File: config.mk
export PLATFORM = sky130hd
export DESIGN_NAME = lifo_stack_with_palindrome_check
export DESIGN_NICKNAME = d
export VERILOG_FILES = /design/src/rtl/core/lstk_pkg.sv /design/src/rtl/core/lstk_mem.sv /design/src/rtl/core/lstk_ctrl.sv /design/src/rtl/core/lifo_stack_with_palindrome_check.sv
export SDC_FILE = /design/constraint.sdc
export NUM_CORES = 1
export LEC_CHECK = 0
export BUFFER_PORTS_ARGS = -buffer_cell sky130_fd_sc_hd__buf_4
export CAP_MARGIN = 0
export CORE_MARGIN = 1.5
export CORE_UTILIZATION = 40
export DETAILED_ROUTE_END_ITERATION = 10
export GPL_TIMING_DRIVEN = 0
export MAX_ROUTING_LAYER = met4
export PLACE_DENSITY = 0.66
export SYNTH_ARGS = -nofsm -noshare
export SYNTH_HDL_FRONTEND = slang
export SYNTH_SLANG_ARGS = --single-unit
File: constraint.sdc
create_clock -name i_clk -period 6.5 [get_ports i_clk]
set_input_delay 1.95 -clock i_clk [delete_from_list [all_inputs] [get_ports i_clk]]
set_output_delay 1.95 -clock i_clk [all_outputs]
set_load 0.01 [all_outputs]
File: src/rtl/core/lstk_pkg.sv
package lstk_pkg;

    localparam int unsigned DATA_W = 32;

    // Operation codes carried on the kind port
    localparam logic [1:0] KIND_PUSH = 2'd0;
    localparam logic [1:0] KIND_POP  = 2'd1;
    localparam logic [1:0] KIND_PALI = 2'd2;
    localparam logic [1:0] KIND_DISP = 2'd3;

    // Result status codes
    localparam logic [1:0] ST_OK    = 2'd0;
    localparam logic [1:0] ST_FULL  = 2'd1;
    localparam logic [1:0] ST_EMPTY = 2'd2;

    typedef struct packed {
        logic [1:0]               status;
        logic signed [DATA_W-1:0] data_value;
        logic                     is_palindrome;
        logic                     last;
    } t_result;

endpackage

File: src/rtl/core/lstk_mem.sv
module lstk_mem #(
    parameter int unsigned DEPTH = 8,
    parameter int unsigned AW    = $clog2(DEPTH)
) (
    input  logic                              i_clk,
    input  logic                              i_we,
    input  logic [AW-1:0]                     i_waddr,
    input  logic signed [lstk_pkg::DATA_W-1:0] i_wdata,
    input  logic [AW-1:0]                     i_raddr_a,
    input  logic [AW-1:0]                     i_raddr_b,
    output logic signed [lstk_pkg::DATA_W-1:0] o_rdata_a,
    output logic signed [lstk_pkg::DATA_W-1:0] o_rdata_b
);

    logic signed [lstk_pkg::DATA_W-1:0] r_mem [DEPTH];

    always_ff @(posedge i_clk) begin
        if (i_we) begin
            r_mem[i_waddr] <= i_wdata;
        end
    end

    always_ff @(posedge i_clk) begin
        o_rdata_a <= r_mem[i_raddr_a];
        o_rdata_b <= r_mem[i_raddr_b];
    end

endmodule

File: src/rtl/core/lstk_ctrl.sv
module lstk_ctrl #(
    parameter int unsigned DEPTH = 8,
    parameter int unsigned AW    = $clog2(DEPTH),
    parameter int unsigned CW    = $clog2(DEPTH + 1)
) (
    input  logic                               i_clk,
    input  logic                               i_rst_n,
    input  logic                               start,
    input  logic [1:0]                         i_kind,
    input  logic signed [lstk_pkg::DATA_W-1:0] i_item_value,
    output logic                               busy,
    output logic                               strobe,
    output lstk_pkg::t_result                  o_res,
    // memory side
    output logic                               o_we,
    output logic [AW-1:0]                      o_waddr,
    output logic signed [lstk_pkg::DATA_W-1:0] o_wdata,
    output logic [AW-1:0]                      o_raddr_a,
    output logic [AW-1:0]                      o_raddr_b,
    input  logic signed [lstk_pkg::DATA_W-1:0] i_rdata_a,
    input  logic signed [lstk_pkg::DATA_W-1:0] i_rdata_b
);

    localparam logic [1:0] S_IDLE = 2'd0;
    localparam logic [1:0] S_POP  = 2'd1;
    localparam logic [1:0] S_PAL  = 2'd2;
    localparam logic [1:0] S_DISP = 2'd3;

    logic [1:0]        r_state, n_state;
    logic [CW-1:0]     r_count, n_count;
    logic [AW-1:0]     r_lo, n_lo;
    logic [AW-1:0]     r_hi, n_hi;
    logic [AW-1:0]     r_ptr, n_ptr;
    logic              r_eq, n_eq;
    logic              r_strobe, n_strobe;
    lstk_pkg::t_result r_res, n_res;

    logic [CW-1:0]     cm1_full;
    logic [AW-1:0]     cm1;
    logic              pair_eq;

    assign cm1_full = r_count - CW'(1);
    assign cm1      = cm1_full[AW-1:0];
    assign pair_eq  = r_eq & (i_rdata_a == i_rdata_b);

    always_comb begin
        n_state   = r_state;
        n_count   = r_count;
        n_lo      = r_lo;
        n_hi      = r_hi;
        n_ptr     = r_ptr;
        n_eq      = r_eq;
        n_strobe  = 1'b0;
        n_res     = r_res;
        o_we      = 1'b0;
        o_waddr   = r_count[AW-1:0];
        o_wdata   = i_item_value;
        o_raddr_a = '0;
        o_raddr_b = '0;

        case (r_state)
            S_IDLE: begin
                if (start) begin
                    case (i_kind)
                        lstk_pkg::KIND_PUSH: begin
                            n_strobe = 1'b1;
                            if (r_count == CW'(DEPTH)) begin
                                n_res = '{lstk_pkg::ST_FULL, '0, 1'b0, 1'b1};
                            end else begin
                                o_we    = 1'b1;
                                n_count = r_count + CW'(1);
                                n_res   = '{lstk_pkg::ST_OK, '0, 1'b0, 1'b1};
                            end
                        end
                        lstk_pkg::KIND_POP: begin
                            if (r_count == '0) begin
                                n_strobe = 1'b1;
                                n_res    = '{lstk_pkg::ST_EMPTY, '0, 1'b0, 1'b1};
                            end else begin
                                n_count   = cm1_full;
                                o_raddr_a = cm1;
                                n_state   = S_POP;
                            end
                        end
                        lstk_pkg::KIND_PALI: begin
                            if (r_count < CW'(2)) begin
                                n_strobe = 1'b1;
                                n_res    = '{lstk_pkg::ST_OK, '0, 1'b1, 1'b1};
                            end else begin
                                // read the outermost pair, then walk inward
                                o_raddr_a = '0;
                                o_raddr_b = cm1;
                                n_lo      = AW'(1);
                                n_hi      = cm1 - AW'(1);
                                n_eq      = 1'b1;
                                n_state   = S_PAL;
                            end
                        end
                        lstk_pkg::KIND_DISP: begin
                            if (r_count == '0) begin
                                n_strobe = 1'b1;
                                n_res    = '{lstk_pkg::ST_EMPTY, '0, 1'b0, 1'b1};
                            end else begin
                                o_raddr_a = cm1;
                                n_ptr     = cm1;
                                n_state   = S_DISP;
                            end
                        end
                        default: begin
                        end
                    endcase
                end
            end
            S_POP: begin
                n_strobe = 1'b1;
                n_res    = '{lstk_pkg::ST_OK, i_rdata_a, 1'b0, 1'b1};
                n_state  = S_IDLE;
            end
            S_PAL: begin
                if (r_lo < r_hi) begin
                    o_raddr_a = r_lo;
                    o_raddr_b = r_hi;
                    n_lo      = r_lo + AW'(1);
                    n_hi      = r_hi - AW'(1);
                    n_eq      = pair_eq;
                end else begin
                    n_strobe = 1'b1;
                    n_res    = '{lstk_pkg::ST_OK, '0, pair_eq, 1'b1};
                    n_state  = S_IDLE;
                end
            end
            S_DISP: begin
                // emit one entry per cycle, top down
                n_strobe = 1'b1;
                n_res    = '{lstk_pkg::ST_OK, i_rdata_a, 1'b0, (r_ptr == '0)};
                if (r_ptr == '0) begin
                    n_state = S_IDLE;
                end else begin
                    o_raddr_a = r_ptr - AW'(1);
                    n_ptr     = r_ptr - AW'(1);
                end
            end
            default: begin
                n_state = S_IDLE;
            end
        endcase
    end

    always_ff @(posedge i_clk) begin
        if (!i_rst_n) begin
            r_state  <= S_IDLE;
            r_count  <= '0;
            r_strobe <= 1'b0;
        end else begin
            r_state  <= n_state;
            r_count  <= n_count;
            r_strobe <= n_strobe;
        end
    end

    always_ff @(posedge i_clk) begin
        r_lo  <= n_lo;
        r_hi  <= n_hi;
        r_ptr <= n_ptr;
        r_eq  <= n_eq;
        r_res <= n_res;
    end

    assign busy   = (r_state != S_IDLE);
    assign strobe = r_strobe;
    assign o_res  = r_res;

    a_busy_ends_with_last: assert property (@(posedge i_clk) disable iff (!i_rst_n)
        $fell(busy) |-> (r_strobe && r_res.last))
        else $error("walk ended without a final result");

    a_count_bounded: assert property (@(posedge i_clk) disable iff (!i_rst_n)
        r_count <= CW'(DEPTH))
        else $error("entry count above depth");

    a_full_push_holds: assert property (@(posedge i_clk) disable iff (!i_rst_n)
        (start && !busy && i_kind == lstk_pkg::KIND_PUSH && r_count == CW'(DEPTH))
        |=> ($stable(r_count) && r_res.status == lstk_pkg::ST_FULL))
        else $error("push on full stack changed the count");

    a_more_follows: assert property (@(posedge i_clk) disable iff (!i_rst_n)
        (r_strobe && !r_res.last) |-> busy)
        else $error("non-final result with no walk in progress");

endmodule

File: src/rtl/core/lifo_stack_with_palindrome_check.sv
// Bounded LIFO stack of signed 32-bit words with a palindrome query.
// Requests: raise start with i_kind and i_item_value; the request is taken
// at a rising edge where start is high and busy is low. Kinds: push, pop,
// palindrome query, display (all entries, top first).
// Results: each result is marked by strobe, high for a single cycle, and
// stays on o_status, o_data_value, o_is_palindrome and o_last until the
// next one; o_last flags the final result of a request. The receiver
// cannot stall, so results never wait. Push and every empty/full/short
// case answer in the next cycle and busy stays low, so such requests can
// be issued every cycle. Pop reads the memory, then answers from the
// S_POP state. A palindrome query reads one mirror pair per cycle from the
// two read ports. Display reads the top entry, then gives one result per
// cycle, top down. The single synchronous memory has a registered read;
// busy is high while a read walk is in progress.
// Reset (i_rst_n low at a clock edge) empties the stack; the memory
// contents are not cleared and only written entries are ever read.
module lifo_stack_with_palindrome_check #(
    parameter int unsigned DEPTH = 8
) (
    input  logic                               i_clk,
    input  logic                               i_rst_n,
    input  logic                               start,
    input  logic [1:0]                         i_kind,
    input  logic signed [lstk_pkg::DATA_W-1:0] i_item_value,
    output logic                               busy,
    output logic                               strobe,
    output logic [1:0]                         o_status,
    output logic signed [lstk_pkg::DATA_W-1:0] o_data_value,
    output logic                               o_is_palindrome,
    output logic                               o_last
);

    localparam int unsigned AW = $clog2(DEPTH);
    localparam int unsigned CW = $clog2(DEPTH + 1);

    lstk_pkg::t_result                  res;
    logic                               we;
    logic [AW-1:0]                      waddr;
    logic signed [lstk_pkg::DATA_W-1:0] wdata;
    logic [AW-1:0]                      raddr_a;
    logic [AW-1:0]                      raddr_b;
    logic signed [lstk_pkg::DATA_W-1:0] rdata_a;
    logic signed [lstk_pkg::DATA_W-1:0] rdata_b;

    lstk_ctrl #(
        .DEPTH (DEPTH),
        .AW    (AW),
        .CW    (CW)
    ) u_ctrl (
        .i_clk        (i_clk),
        .i_rst_n      (i_rst_n),
        .start        (start),
        .i_kind       (i_kind),
        .i_item_value (i_item_value),
        .busy         (busy),
        .strobe       (strobe),
        .o_res        (res),
        .o_we         (we),
        .o_waddr      (waddr),
        .o_wdata      (wdata),
        .o_raddr_a    (raddr_a),
        .o_raddr_b    (raddr_b),
        .i_rdata_a    (rdata_a),
        .i_rdata_b    (rdata_b)
    );

    lstk_mem #(
        .DEPTH (DEPTH),
        .AW    (AW)
    ) u_mem (
        .i_clk     (i_clk),
        .i_we      (we),
        .i_waddr   (waddr),
        .i_wdata   (wdata),
        .i_raddr_a (raddr_a),
        .i_raddr_b (raddr_b),
        .o_rdata_a (rdata_a),
        .o_rdata_b (rdata_b)
    );

    assign o_status        = res.status;
    assign o_data_value    = res.data_value;
    assign o_is_palindrome = res.is_palindrome;
    assign o_last          = res.last;

endmodule
==> metrics.cfg, run 1 <==
[global_route]
grt_usage_pct = 20.8
grt_pass1_vias = 10200
grt_start_max_net_pins = 23
antenna_found_initial = 1
grt_pass1_wl_um = 64500
grt_overflow = 0

[logic_synthesis]
synth.distinct_cells = 51
syn_avg_cell_area_um2 = 15.1
netlist_area_mm2 = 0.0168
yosysTopAreaCellShare_pct = 54.1
yosysMostFrequentCell = edfxtp_1
synth_area_leaders = edfxtp_1, mux2i_1, dfxtp_1
ys_async_sr_fraction_pct = 0
synth_common_cells = edfxtp_1, mux2i_1, nand2_1
yosysTopAreaCell = edfxtp_1
synth_flop_cell = edfxtp_1
ys_seq_area_share_pct = 62.6
synth-seq-cells = 373
synth_nets = 1160
synth-edff-count = 302
synth_warnings = 0
syn-instance-count = 1109

[clock_network]
cts_tree = done
clock_latency_ps = 530
numCtsBuffers = 39
root_buffer = clkbuf_16
cts_setup_buffers = 0
cts.sinks = 373
clk_pin_slew_ps = 60
h-tree-depth = 2
postCtsHoldBufs = 0
clockBufferDepth = 3
cts_resized = 0

[hold_path]
worstHoldStart = u_mem.o_rdata_a[5]$_DFF_P_
hold_path.class = reg2reg

[floorplanning]
start_util_pct = 40.8
die_h_um = 208
die_area_mm2 = 0.0431
rows = 74
die_w_um = 208
ios = 75
core_mm2 = 0.0411

[power]
peakVddDrop_mv = 0.164
finalPower_mw = 5.90
p_leak_nw = 7.02
cellPowerDensity_mw_per_mm2 = 301

[sta]
setup_viol_count_final = 0
tightest_slew_ps = 854
hold_ws_ps = 558
hold_violations = 0
period_minus_slack_ps = 4180
drv_slew = 0
period_share_pct = 64.4
grt_setup_unrepaired = false
fmax_mhz = 239
skew_ps = 9.53
slew_headroom_pct = 43.0

[routing]
vias_per_cell = 5.60
dr.pass1.iters = 5
drtAntennaViolNets = 0
drc = 0
drt_iter0_drc = 759
vias = 10100
drt-total-wl_um = 44000
wl_per_cell_um = 24.4

[outcome]
outcome = complete, no violations

[finish]
finish.utilization_pct = 47.7
drive_above_1_share_pct = 21.8
fin_cells = 1801
final_area_mm2 = 0.0196
nets = 1290
areaGrowthSynthToFinish_pct = 16.9

[place]
dp.cells = 1730
portBuffers = 74
place_congestion = 0.810
dpl.hpwl_um = 28700
dpl_cell_area_mm2 = 0.0183

[setup_path]
required_ps = 6920
crit_start = i_kind[1]
critPathKind = in2reg
r2r_start = u_ctrl.r_count[1]$_SDFFE_PN0P_
end_kind = flop
critPathLaunchType = input port
cp_max_fo = 10
cp.arrival_ps = 4600

[flow_run]
max-cap-violations = 0

[worst paths after layout]
path / end / cells after the start / slack, ps
worst max register to register: u_mem.o_rdata_b[12]$_DFF_P_ / 10 / 3180
worst max-delay path: u_mem.o_rdata_a[19]$_DFF_P_ / 12 / 2320
worst min register to register: u_ctrl.o_res[7]$_DFFE_PP_ / 1 / 560
worst min-delay path: u_ctrl.o_res[7]$_DFFE_PP_ / 1 / 560
[power breakdown]
part / total [mW] / leakage (nW) / internal, mW / switching [mW]
registers: 2.79 / 3.36 / 2.73 / 0.0644
clock network: 2.29 / 0.634 / 1.38 / 0.911
logic: 0.816 / 3.02 / 0.349 / 0.467
[layout by cell type, fill, tap and decap left out, drive strengths merged, types with 14 or more instances in the layout]
cell type	Yosys	layout
a221oi	32	32
a32o	33	33
and2	37	37
buf	51	140
clkbuf	14	62
dfxtp	71	71
edfxtp	302	302
ha	14	14
inv	13	14
mux2	33	33
mux2i	292	292
nand2	83	83
nor2	21	21
xor2	29	29
[registers in the layout, summed over array words and instances (netlist names), 2 cells and up]
name	flops
u_ctrl.r_ptr	3
u_ctrl.o_res	36
u_mem.o_rdata_a	32
u_mem.o_rdata_b	32
u_ctrl.r_state	2
u_ctrl.r_hi	3
u_ctrl.r_lo	3
u_ctrl.r_count	4
u_mem.r_mem	256
[per-stage QoR]
| step | setup slack (ps) | TNS [ps] |
|---|---|---|
| after global placement | -1770 | -121660 |
| after global routing | 2070 | 0 |
| final | 2320 | 0 |
| after floorplan | 1300 | 0 |
| after detailed placement | 1820 | 0 |
| after CTS | 2360 | 0 |
[metal layers]
metal / routed length, um / global-route usage [%] / part of all wire [%]
met1: 19200 / 26.4 / 44
met2: 21300 / 34.7 / 48
met3: 2370 / 2.74 / 5.4
met4: 1180 / 6.17 / 2.7
met5: 0 / - / 0
[critical path: stages]
cell	delay (ps)
buf_4	120
inv_1	90
ha_1	150
clkbuf_1	300
nor2_1	150
nand4b_1	250
o221ai_1	370
buf_4	350
buf_6	260
mux2i_1	200
mux2i_1	100
mux2_2	270
[final cells by class]
| cell class | count | area (um^2) |
|---|---|---|
| antenna | 1 | 2.50 |
| multi-input combinational | 658 | 5800 |
| inverter | 13 | 48.8 |
| clock inverter | 22 | 269 |
| clock buffer | 48 | 1040 |
| tap | 532 | 666 |
| timing repair buffer | 89 | 786 |
| fill | 3558 | 21500 |
| buffer | 65 | 492 |
| sequential | 373 | 10500 |
[kinds of logic after synthesis]
family                   count (synthesis)  share of synthesized area, %
AO/OA/AOI/OAI                          101                          6.23
XOR/XNOR                                41                          2.14
adder cells (fa/ha/maj)                 14                          1.04
buffers and inverters                   78                          3.22
flip-flops                             373                          62.6
multiplexers                           325                          19.7
AND/OR/NAND/NOR                        177                          5.13
No activity file was read; power rests on OpenSTA's default activity.
==> run 2, diff against run 1 <==
Clock period 6.5 ns to 3.9 ns, I/O delays scaled along.
==> run 2 against run 1 <==
Effect of this change:
- setup slack got worse by 1800 ps
- register-to-register slack got worse by 2700 ps
- global-route usage barely moved
- cell area fell by 0.24%
- critical endpoint is now u_mem.o_rdata_b[18]$_DFF_P_
- critical path type is now reg2reg
- utilization fell by 0.12 points
==> metrics.cfg, run 2 (synthesized netlist as in run 1, its figures left out) <==
[outcome]
outcome = complete, no violations

[finish]
final_cell_mix = edfxtp_1, mux2i_1, nand2_1, buf_4, dfxtp_1
layout_commonest_cell = edfxtp_1
regMostFlops = u_mem.r_mem
largest_reg_flops = 256
nets = 1287
drive_above_1_share_pct = 21.1
areaGrowthSynthToFinish_pct = 16.6
finish.utilization_pct = 47.5
final_area_mm2 = 0.0195
fin_cells = 1801

[routing]
vias_per_cell = 5.49
drtAntennaViolNets = 0
vias = 9880
dr.pass1.iters = 5
drc = 0
drt-total-wl_um = 43600
wl_per_cell_um = 24.2
drt_iter0_drc = 810

[setup_path]
rr_worst_depth = 10
crit_family = buffers and inverters
r2r_slack_ps = 470
required_ps = 4300
crit_chain = clkbuf_1 -> inv_1 -> ha_1 -> buf_2 -> xor2_1 -> a22o_1 -> nor2_1 -> clkbuf_1 -> a32o_1 -> a221oi_2
crit_path_frequent_cell = clkbuf_1
worst-path-buf-inv = 4
crit_start = u_ctrl.r_count[1]$_SDFFE_PN0P_
critPathLaunchType = flop
cp.arrival_ps = 3830
critPathKind = reg2reg
r2r_start = u_ctrl.r_count[1]$_SDFFE_PN0P_
cp_slowest_cell = clkbuf_1
cpPeakStageDelay_ps = 720
cp_max_fo = 10
end_kind = flop
cp.depth = 10

[clock_network]
numCtsBuffers = 40
h-tree-depth = 2
cts_tree = done
clockBufferDepth = 3
clk_pin_slew_ps = 60
cts_resized = 0
postCtsHoldBufs = 0
clock_latency_ps = 540
cts.sinks = 373
root_buffer = clkbuf_16
cts_setup_buffers = 0

[hold_path]
hold_path.class = reg2reg
whs_path_depth = 1
worstHoldStart = u_mem.o_rdata_a[1]$_DFF_P_

[floorplanning]
die_area_mm2 = 0.0431
rows = 74
die_w_um = 208
die_h_um = 208
start_util_pct = 40.8
core_mm2 = 0.0411
ios = 75

[place]
place_congestion = 0.834
portBuffers = 74
dp.cells = 1726
dpl.hpwl_um = 28500
dpl_cell_area_mm2 = 0.0183

[power]
finalPower_mw = 9.60
cellPowerDensity_mw_per_mm2 = 491
peakVddDrop_mv = 0.267
p_leak_nw = 6.96

[global_route]
grt_pass1_wl_um = 64700
antenna_found_initial = 2
met3_usage_pct = 3.07
grt_pass1_vias = 10300
met2_usage_pct = 33.9
grtUsageMet1_pct = 26.5
grt_start_max_net_pins = 23
top_usage_layer = met2
grt_usage_pct = 20.8
grt_overflow = 0

[sta]
hold_violations = 0
drv_slew = 0
period_share_pct = 87.9
slew_headroom_pct = 42.7
period_minus_slack_ps = 3430
tns_ps = 0
fmax_mhz = 292
setup_viol_count_final = 0
skew_ps = 17.9
tightest_slew_ps = 859
grt_setup_unrepaired = false

[flow_run]
max-cap-violations = 0

run 2: cell types whose count changed in the layout (fill, tap and decap cells not counted), sizes merged:
cell      change
buf           -4
clkinv        -1
bufinv        -5
diode         +1
clkbuf        +9
clkinvlp      -1
inv           +1
run 2: metal layers:
layer  up-vias  share of wire (%)
li1       4525                  -
met1      4946                 43
met2       327                 48
met3        82                5.7
met4         0                2.8
met5         -                  0
run 2: through the flow:
step | worst slack (ps) | hold WS [ps]
after detailed placement | -5.49 | 550
after floorplan | 328 | 531
after global routing | 307 | 582
after CTS | 494 | 550
final | 471 | 552
after global placement | -1770 | 543
run 2: where the power goes:
group          switching (mW)  internal (mW)
sequential              0.106           4.55
combinational           0.775          0.585
clock                    1.52           2.06
total                    2.40           7.19
run 2: worst paths after layout:
path,to
setup / recovery,u_mem.o_rdata_b[18]$_DFF_P_
hold / removal,u_ctrl.o_res[3]$_DFFE_PP_
setup reg to reg,u_mem.o_rdata_b[18]$_DFF_P_
hold reg to reg,u_ctrl.o_res[3]$_DFFE_PP_
run 2: layout make-up:
| class | count | area (um^2) |
|---|---|---|
| well taps | 532 | 666 |
| clock inverters | 16 | 110 |
| diodes | 2 | 5.00 |
| fillers | 3550 | 21600 |
| clock buffers | 57 | 1120 |
| inverters | 13 | 48.8 |
| multi-input cells | 658 | 5810 |
| plain buffers | 65 | 492 |
| flip-flops and latches | 373 | 10500 |
| repair buffers | 85 | 806 |
==> run 3, diff against run 2 <==
Settings changed: SYNTH_HIERARCHICAL set to 1.
==> run 3 against run 2 <==
Effect of this change:
- cell area down 3.2%
- setup slack got worse by 190 ps
- wire length down 15%
- maximum frequency shrank 5.2%
- non-clock buffer count shrank 17
- cell count fell by 16%
- sequential share of layout area is 1.8 points higher
- global-route usage shrank 2.1 points
- via count is 17% lower
- register-to-register slack got worse by 60 ps
- die area shrank 2.7%
==> metrics.cfg, run 3 <==
[clock_network]
postCtsHoldBufs = 0
clock_latency_ps = 530
cts_tree = done
cts.sinks = 373
h-tree-depth = 2
cts_setup_buffers = 0
clockBufferDepth = 3
clk_pin_slew_ps = 60
root_buffer = clkbuf_16
numCtsBuffers = 38

[logic_synthesis]
ys_async_sr_fraction_pct = 0
netlist_area_mm2 = 0.0163
yosysTopAreaCell = edfxtp_1
synth-seq-cells = 373
synth_warnings = 6
syn-instance-count = 851
synth_nets = 900
yosysTopAreaCellShare_pct = 55.6
syn_avg_cell_area_um2 = 19.2
synth-edff-count = 302
synth_flop_cell = edfxtp_1
synth_common_cells = edfxtp_1, mux4_1, dfxtp_1
synth_area_leaders = edfxtp_1, mux4_1, dfxtp_1
yosysMostFrequentCell = edfxtp_1
synth.distinct_cells = 45
ys_seq_area_share_pct = 64.3

[flow_run]
max-cap-violations = 0

[sta]
fmax_mhz = 277
period_minus_slack_ps = 3620
tightest_slew_ps = 1030
drv_slew = 0
hold_ws_ps = 550
slew_headroom_pct = 31.2
grt_setup_unrepaired = false
setup_ws_ps = 284
hold_violations = 0
skew_ps = 9.49
setup_viol_count_final = 0
period_share_pct = 92.7

[floorplanning]
die_area_mm2 = 0.0420
core_mm2 = 0.0400
start_util_pct = 40.8
die_h_um = 205
rows = 73
ios = 75
die_w_um = 205

[routing]
drc = 0
vias_per_cell = 5.47
drtAntennaViolNets = 0
drt_iter0_drc = 649
vias = 8231
dr.pass1.iters = 5
drt-total-wl_um = 37200
wl_per_cell_um = 24.8

[global_route]
grt_start_max_net_pins = 22
grt_pass1_vias = 8420
antenna_found_initial = 4
grt_usage_pct = 18.7
grt_overflow = 0
grt_pass1_wl_um = 54800

[finish]
final_cell_mix = edfxtp_1, mux4_1, buf_4, dfxtp_1, mux2_2
layout_commonest_cell = edfxtp_1
drive_above_1_share_pct = 31.0
fillers = 3296
regMostFlops = u_mem/r_mem
largest_reg_flops = 256
nets = 994
areaGrowthSynthToFinish_pct = 16.0

[place]
detailedPlace.worstSlack_ps = -582
dpl.hpwl_um = 24200
portBuffers = 42
place_congestion = 0.767

[setup_path]
required_ps = 4320
r2r_start = u_ctrl/r_lo[1]$_SDFFCE_PN0P_
critPathLaunchType = input port
end_kind = flop
r2r_end = u_mem/o_rdata_b[30]$_DFF_P_
r2r_slack_ps = 410
cp_max_fo = 10
rr_worst_depth = 9
critPathKind = in2reg
cp.arrival_ps = 4030

[power]
p_sw_share_pct = 22.4
peakVddDrop_mv = 0.280
internal_power_mw = 7.02
seq_power_share_pct = 50.4
cellPowerDensity_mw_per_mm2 = 478
clkPwrFrac_pct = 39.8
p_leak_nw = 6.39
p_switching_mw = 2.02
power_frac_comb_pct = 9.9

[outcome]
outcome = complete, no violations

[hold_path]
worstHoldStart = u_mem/o_rdata_a[15]$_DFF_P_
hold_path.class = reg2reg
min_to = u_ctrl/o_res[17]$_DFFE_PP_
whs_path_depth = 1

## run 3: how the worst max path moves through the flow
stage                                  end  depth (start not counted)  slack, ps      start
5_1_grt        u_mem/o_rdata_a[22]$_DFF_P_                         12        130  i_kind[1]
3_3_place_gp   u_mem/r_mem[6][4]$_DFFE_PP_                          5      -1790      start
2_1_floorplan  u_mem/o_rdata_a[15]$_DFF_P_                         12        360  i_kind[1]
4_1_cts        u_mem/o_rdata_a[14]$_DFF_P_                         12         40  i_kind[1]
6_report       u_mem/o_rdata_a[30]$_DFF_P_                         12        280  i_kind[1]
3_5_place_dp    u_mem/o_rdata_a[5]$_DFF_P_                         13       -580  i_kind[1]
## run 3: logic make-up after synthesis
family                   count (synthesis)  synth area share (%)
multiplexers                           196                  24.2
AND/OR/NAND/NOR                        106                  3.48
buffers and inverters                   94                  3.70
flip-flops                             373                  64.3
XOR/XNOR                                40                  2.15
AO/OA/AOI/OAI                           30                  1.24
adder cells (fa/ha/maj)                 12                 0.921
## run 3: routing by layer
metal,routed length [um],part of all wire [%],track usage (%),vias up
met4,799,2.1,5.42,0
li1,-,-,-,3643
met2,19100,51,31.3,250
met1,15100,41,23.4,4283
met3,2210,5.9,3.32,55
met5,0,0,-,-
## run 3: through the flow
| step | power [mW] | area, um^2 | utilization (%) | TNS, ps | cells |
|---|---|---|---|---|---|
| final | 9.05 | 18900 | 47.3 | 0 | 1504 |
| after global routing | 9.34 | 18900 | 47.3 | 0 | 1504 |
| after CTS | 9.13 | 18900 | 47.3 | 0 | 1501 |
| after detailed placement | 5.54 | 17700 | 44.1 | -18620 | 1431 |
| after global placement | 5.51 | 17300 | 43.3 | -454880 | 1418 |
| after floorplan | 5.20 | 16300 | - | 0 | 851 |
## run 3: power by group through the flow
stage                     logic (mW)  clock network [mW]  registers [mW]
after CTS                      0.909                3.67            4.56
after floorplan                0.544                   0            4.65
after detailed placement       0.903                   0            4.64
after global routing           0.961                3.81            4.57
after global placement         0.861                   0            4.64
final                          0.892                3.60            4.56
## run 3: cell type report
type / instances / area [um^2] / area share, %
Antenna cell: 4 / 10.0 / 0.0529
Sequential cell: 373 / 10500 / 55.5
Buffer: 78 / 551 / 2.91
Multi-Input combinational cell: 384 / 5300 / 28.0
Tap cell: 525 / 657 / 3.47
Clock inverter: 24 / 198 / 1.05
Clock buffer: 46 / 1040 / 5.52
Timing Repair Buffer: 55 / 611 / 3.23
Inverter: 15 / 56.3 / 0.298
## run 3: critical path, stage by stage
cell and delay (ps):
buf_4 120, inv_1 70, ha_1 330, o21ai_0 190, inv_1 140, and2_1 200, nand2_1 140, o221ai_1 260
clkbuf_2 370, buf_2 400, mux4_2 360, mux2_2 280
## run 3: timing repair
action / CTS / global route
gates cloned: 0 / 0
endpoints found under the hold margin: 0 / 0
setup endpoints to repair: 8 / 30
gates resized for setup: 1 / 5
